==> config.mk <==
export PLATFORM = sky130hd
export DESIGN_NAME = c2p_div
export DESIGN_NICKNAME = d
export VERILOG_FILES = /design/src/rtl/c2p_pkg.sv /design/src/rtl/c2p_div.sv
export SDC_FILE = /design/constraint.sdc
export NUM_CORES = 2
export LEC_CHECK = 0
export CORE_ASPECT_RATIO = 0.5
export CORE_MARGIN = 2
export CORE_UTILIZATION = 45
export CTS_BUF_LIST = sky130_fd_sc_hd__clkbuf_8
export DETAILED_ROUTE_END_ITERATION = 12
export DONT_BUFFER_PORTS = 1
export GPL_ROUTABILITY_DRIVEN = 0
export GPL_TIMING_DRIVEN = 0
export PLACE_DENSITY = 0.59
export REMOVE_ABC_BUFFERS = 1
export SYNTH_ARGS = -nofsm -noshare
export SYNTH_HDL_FRONTEND = slang
export SYNTH_MEMORY_MAX_BITS = 65536
export SYNTH_SLANG_ARGS = --single-unit
==> constraint.sdc <==
create_clock -name clk -period 9.4 [get_ports clk]
set_input_delay 1.88 -clock clk [delete_from_list [all_inputs] [get_ports clk]]
set_output_delay 1.88 -clock clk [all_outputs]
set_load 0.05 [all_outputs]
==> src/rtl/c2p_pkg.sv <==
package c2p_pkg;

    // Field formats.
    localparam int DATA_WIDTH   = 32;
    localparam int FRAC_BITS    = 16;
    localparam int CORDIC_STEPS = 16;

    // Derived widths.
    localparam int SQ_W   = 2 * DATA_WIDTH;      // px^2 + py^2
    localparam int ROOT_W = DATA_WIDTH;          // range
    localparam int DOT_W  = 2 * DATA_WIDTH + 1;  // px*vx + py*vy, signed
    localparam int RATE_W = 33;
    localparam int BEAR_W = 19;
    localparam int CW     = DATA_WIDTH + 4;      // CORDIC x and y
    localparam int ZW     = 36;                  // CORDIC angle, Q30

    // Angle constants in Q30 and the rounding to the output format.
    localparam logic signed [ZW-1:0] PI_Q30   = 36'sd3373259426;
    localparam int                   RND_SH   = 30 - FRAC_BITS;
    localparam logic signed [ZW-1:0] RND_HALF = ZW'(64'sd1 <<< (RND_SH - 1));
    localparam logic signed [ZW-1:0] BEAR_LIM = ZW'((64'sd3373259426 +
                                                 (64'sd1 <<< (RND_SH - 1))) >>> RND_SH);

    // Range rate saturation level.
    localparam logic [RATE_W-1:0] RATE_LIMIT = 33'd3037000500;

    // Pipeline depths: bearing is delayed to meet the range rate path.
    localparam int MAIN_DEPTH = 2 + ROOT_W + 1 + ROOT_W;
    localparam int BEAR_DEPTH = CORDIC_STEPS + 2;
    localparam int BEAR_DELAY = MAIN_DEPTH - BEAR_DEPTH;

    // Flags that ride along with the divider.
    typedef struct packed {
        logic sat;
        logic zero;
        logic neg;
    } rate_flags_t;

    // Arctangent of 2^-i in Q30.
    function automatic logic signed [ZW-1:0] atan_q30(input int unsigned i);
        logic signed [ZW-1:0] one;
        one = 1;
        case (i)
            0:       return 36'sd843314857;
            1:       return 36'sd497837829;
            2:       return 36'sd263043837;
            3:       return 36'sd133525159;
            4:       return 36'sd67021687;
            5:       return 36'sd33543516;
            6:       return 36'sd16775851;
            7:       return 36'sd8388437;
            8:       return 36'sd4194283;
            9:       return 36'sd2097149;
            default:
            begin
                if (i <= 30)
                    return one << (30 - i);
                else
                    return '0;
            end
        endcase
    endfunction

endpackage

==> src/rtl/c2p_div.sv <==
module c2p_div
(
    input  logic                          clk,
    input  logic                          rst_n,
    input  logic                          in_vld,
    input  logic [c2p_pkg::ROOT_W-1:0]    in_rem,
    input  logic [c2p_pkg::ROOT_W-1:0]    in_lo,
    input  logic [c2p_pkg::ROOT_W-1:0]    in_den,
    input  c2p_pkg::rate_flags_t          in_flags,
    output logic                          out_vld,
    output logic [c2p_pkg::ROOT_W-1:0]    out_quo,
    output logic [c2p_pkg::ROOT_W-1:0]    out_den,
    output c2p_pkg::rate_flags_t          out_flags
);

    localparam int N = c2p_pkg::ROOT_W;

    logic                 vld_reg  [0:N-1];
    logic [N-1:0]         rem_reg  [0:N-1];
    logic [N-1:0]         lo_reg   [0:N-1];
    logic [N-1:0]         quo_reg  [0:N-1];
    logic [N-1:0]         den_reg  [0:N-1];
    c2p_pkg::rate_flags_t flg_reg  [0:N-1];

    // Restoring division, one quotient bit per stage.
    for (genvar g = 0; g < N; g++) begin : g_st
        logic                 vld_in;
        logic [N-1:0]         rem_in;
        logic [N-1:0]         lo_in;
        logic [N-1:0]         quo_in;
        logic [N-1:0]         den_in;
        c2p_pkg::rate_flags_t flg_in;
        logic [N:0]           acc;
        logic [N:0]           diff;

        if (g == 0) begin : g_first
            assign vld_in = in_vld;
            assign rem_in = in_rem;
            assign lo_in  = in_lo;
            assign quo_in = '0;
            assign den_in = in_den;
            assign flg_in = in_flags;
        end
        else begin : g_next
            assign vld_in = vld_reg[g-1];
            assign rem_in = rem_reg[g-1];
            assign lo_in  = lo_reg[g-1];
            assign quo_in = quo_reg[g-1];
            assign den_in = den_reg[g-1];
            assign flg_in = flg_reg[g-1];
        end

        always_comb
        begin
            acc  = {rem_in, lo_in[N-1]};
            diff = acc - {1'b0, den_in};
        end

        always_ff @(posedge clk or negedge rst_n)
        begin
            if (!rst_n)
                vld_reg[g] <= 1'b0;
            else
                vld_reg[g] <= vld_in;
        end

        always_ff @(posedge clk)
        begin
            if (vld_in)
            begin
                if (acc >= {1'b0, den_in})
                begin
                    rem_reg[g] <= diff[N-1:0];
                    quo_reg[g] <= {quo_in[N-2:0], 1'b1};
                end
                else
                begin
                    rem_reg[g] <= acc[N-1:0];
                    quo_reg[g] <= {quo_in[N-2:0], 1'b0};
                end
                lo_reg[g]  <= lo_in << 1;
                den_reg[g] <= den_in;
                flg_reg[g] <= flg_in;
            end
        end
    end

    assign out_vld   = vld_reg[N-1];
    assign out_quo   = quo_reg[N-1];
    assign out_den   = den_reg[N-1];
    assign out_flags = flg_reg[N-1];

endmodule

==> qor.csv <==
metric,value,unit
powerDensity,293.4,mW/mm²
cts_hold_buf,0,
grt-ovfl-total,0,
rows,154,
p_total,50.76,mW
ys_types,106,
drt-wirelength-per-cell,16.94,µm
cts_sinks,3168,
cap_violations,0,
skew,0.1189,ns
numPortBuffers,0,
drive_gt1_share,8.231,%
ys_seq_area_share,59.88,%
vias,95160,
grt_antenna_before_repair,5,
dieWidth,843.5,µm
largest_register_ffs,1024,
holdPathStages,0,
drtPass1Iterations,6,
cts_htree_levels,5,
p_leak,68.51,nW
start_util,45.12,%
hold_class,reg2reg,
die_height,423.8,µm
reg2reg_to,rem_reg[1][286]$_DFFE_PP_,
hold_ws,0.3783,ns
rr_worst_depth,15,
async_flop_share,1.010,%
crit_path_end_kind,flip-flop,
grt_pass1_vias,97770,
synth_warnings,0,
fmax,186.8,MHz
grtUsageTotal,16.86,%
status,"finished, final reports clean",
final_antenna_net_count,0,
numCtsBuffers,457,
post_cts_buffers,0,
final_cell_mix,"edfxtp_1 (3135), inv_1 (1437), a21oi_1 (1085)",
die_area,0.3575,mm²
final_max_slew_viol_count,0,
ff2ff_setup_slack,4.05,ns
syn_area_per_cell,12.31,µm²
wl,307.0,mm
hpwl,227.8,mm
drt_iter0_drc,5603,
netlist_area,0.1586,mm²
clock_path_buffers,4,
worst_slew_pin_slew,1.172,ns
nets,14250,
final_hold_viol_count,0,
r2r-start,lo_reg[1][247]$_DFFE_PP_,
core,0.3515,mm²
path_clk_slew,0.06,ns
routed_via_density,5.250,
grt_pass1_wl,492.1,mm
synth_edf_count,3135,
cts_resized,0,
min_to,den_reg[0][183]$_DFFE_PP_,
slew_headroom,19.84,%
layout_commonest_cell,edfxtp_1,
peakVddDrop,0.1434,mV
worst-path-max-fanout,5,
fin_crit,5.353,ns
start_kind,flip-flop,
clock-root-buffer,clkbuf_8,
crit_required,10.16,ns
cts_tree,done,
clock_latency,1.11,ns
min-delay-start,den_reg[0][151]$_DFFE_PP_,
setup_violations,0,
nFillCells,30190,
crit_type,reg2reg,
finalCritPeriodShare,56.95,%
critical_path_arrival,6.12,ns
ioPinCount,170,
syn_to_final_growth,9.092,%
rsz0062_at_grt,no,
drc,0,
ys.flop_type,edfxtp_1,
ys_seq_elements,3168,
grt_max_degree,102,
syn_inst,12880,
==> cells by family (layout without fill, tap and decap cells) <==
| group | after synthesis | after routing | share of synthesized area, % |
|---|---|---|---|
| AO/OA/AOI/OAI | 3222 | 3222 | 12.57 |
| flip-flops | 3168 | 3168 | 59.88 |
| AND/OR/NAND/NOR | 2617 | 2617 | 7.734 |
| buffers and inverters | 1602 | 2156 | 3.970 |
| adder cells (fa/ha/maj) | 1055 | 1055 | 8.470 |
| XOR/XNOR | 839 | 839 | 4.634 |
| multiplexers | 380 | 380 | 2.742 |
| other | 0 | 7 | 0 |
==> routing by layer <==
layer | up-vias | global-route usage [%] | routed length [µm]
met2 | 2077 | 31.24 | 154500
met3 | 929 | 2.530 | 10920
met5 | - | 0 | 17
met4 | 4 | 9.801 | 19130
li1 | 47760 | - | -
met1 | 44390 | 18.33 | 122500
==> critical path: stages, from the launching register on <==
cell and delay [ns]:
edfxtp_1 0.56, inv_1 0.16, ha_1 0.15, inv_1 0.05, fa_1 0.40, a21oi_1 0.31, o211ai_1 0.13, a31oi_1 0.30
a21oi_1 0.28, a22o_1 0.29, o41ai_1 0.72, nor3_1 0.15, a2111oi_0 1.04, a21oi_1 0.25, xnor2_1 0.21, o21ai_0 0.09
==> cells in the mapped netlist, types with 154 or more instances <==
cell	count	area, µm²
inv_1	1286	4827
edfxtp_1	3135	94140
a21oi_1	1091	5460
nand2_1	829	3112
clkbuf_1	204	765.7
a21o_1	420	3153
nor2_1	732	2748
xor2_1	336	2943
xnor2_1	503	4405
nand3_1	196	980.9
o21ai_0	791	3959
ha_1	1024	12810
o21bai_1	154	1156
mux2_2	323	3637
==> area by class of cell <==
type	count	area [µm²]	area share, %
sequential	3168	95080	54.96
clock inverter	335	1718	0.9930
tap	4680	5856	3.385
multi-input combinational	8113	57580	33.28
inverter	1287	4831	2.792
timing repair buffer	64	1458	0.8426
antenna	7	17.52	0.01013
clock buffer	470	6469	3.739
==> metrics by stage <==
stage | utilization [%] | area (µm²) | worst slack, ns | std cells | TNS (ns)
floorplan | - | 157100 | 1.780 | 12570 | 0
global placement | 46.37 | 163000 | -0.6038 | 17250 | -9.700
detailed placement | 46.89 | 164800 | 3.590 | 17310 | 0
CTS | 49.22 | 173000 | 4.096 | 18120 | 0
global route | 49.22 | 173000 | 3.908 | 18120 | 0
finish | 49.22 | 173000 | 4.047 | 18120 | 0
==> worst max path at each step <==
stage	startpoint	endpoint	cells past startpoint
global placement	in_den[1]	quo_reg[0][0]$_DFFE_PP_	10
floorplan	in_den[2]	quo_reg[0][0]$_DFFE_PP_	10
CTS	lo_reg[1][247]$_DFFE_PP_	rem_reg[1][286]$_DFFE_PP_	15
global route	lo_reg[1][247]$_DFFE_PP_	rem_reg[1][286]$_DFFE_PP_	15
detailed placement	in_den[2]	rem_reg[0][4]$_DFFE_PP_	12
finish	lo_reg[1][247]$_DFFE_PP_	rem_reg[1][286]$_DFFE_PP_	15
==> power breakdown <==
group	leakage, nW	internal [mW]	switching [mW]
sequential	31.4	19.2	1.41
clock	4.75	4.92	5.22
combinational	32.4	8.93	11.1
total	68.5	33.1	17.7
Power figures use the tool's default switching activity.
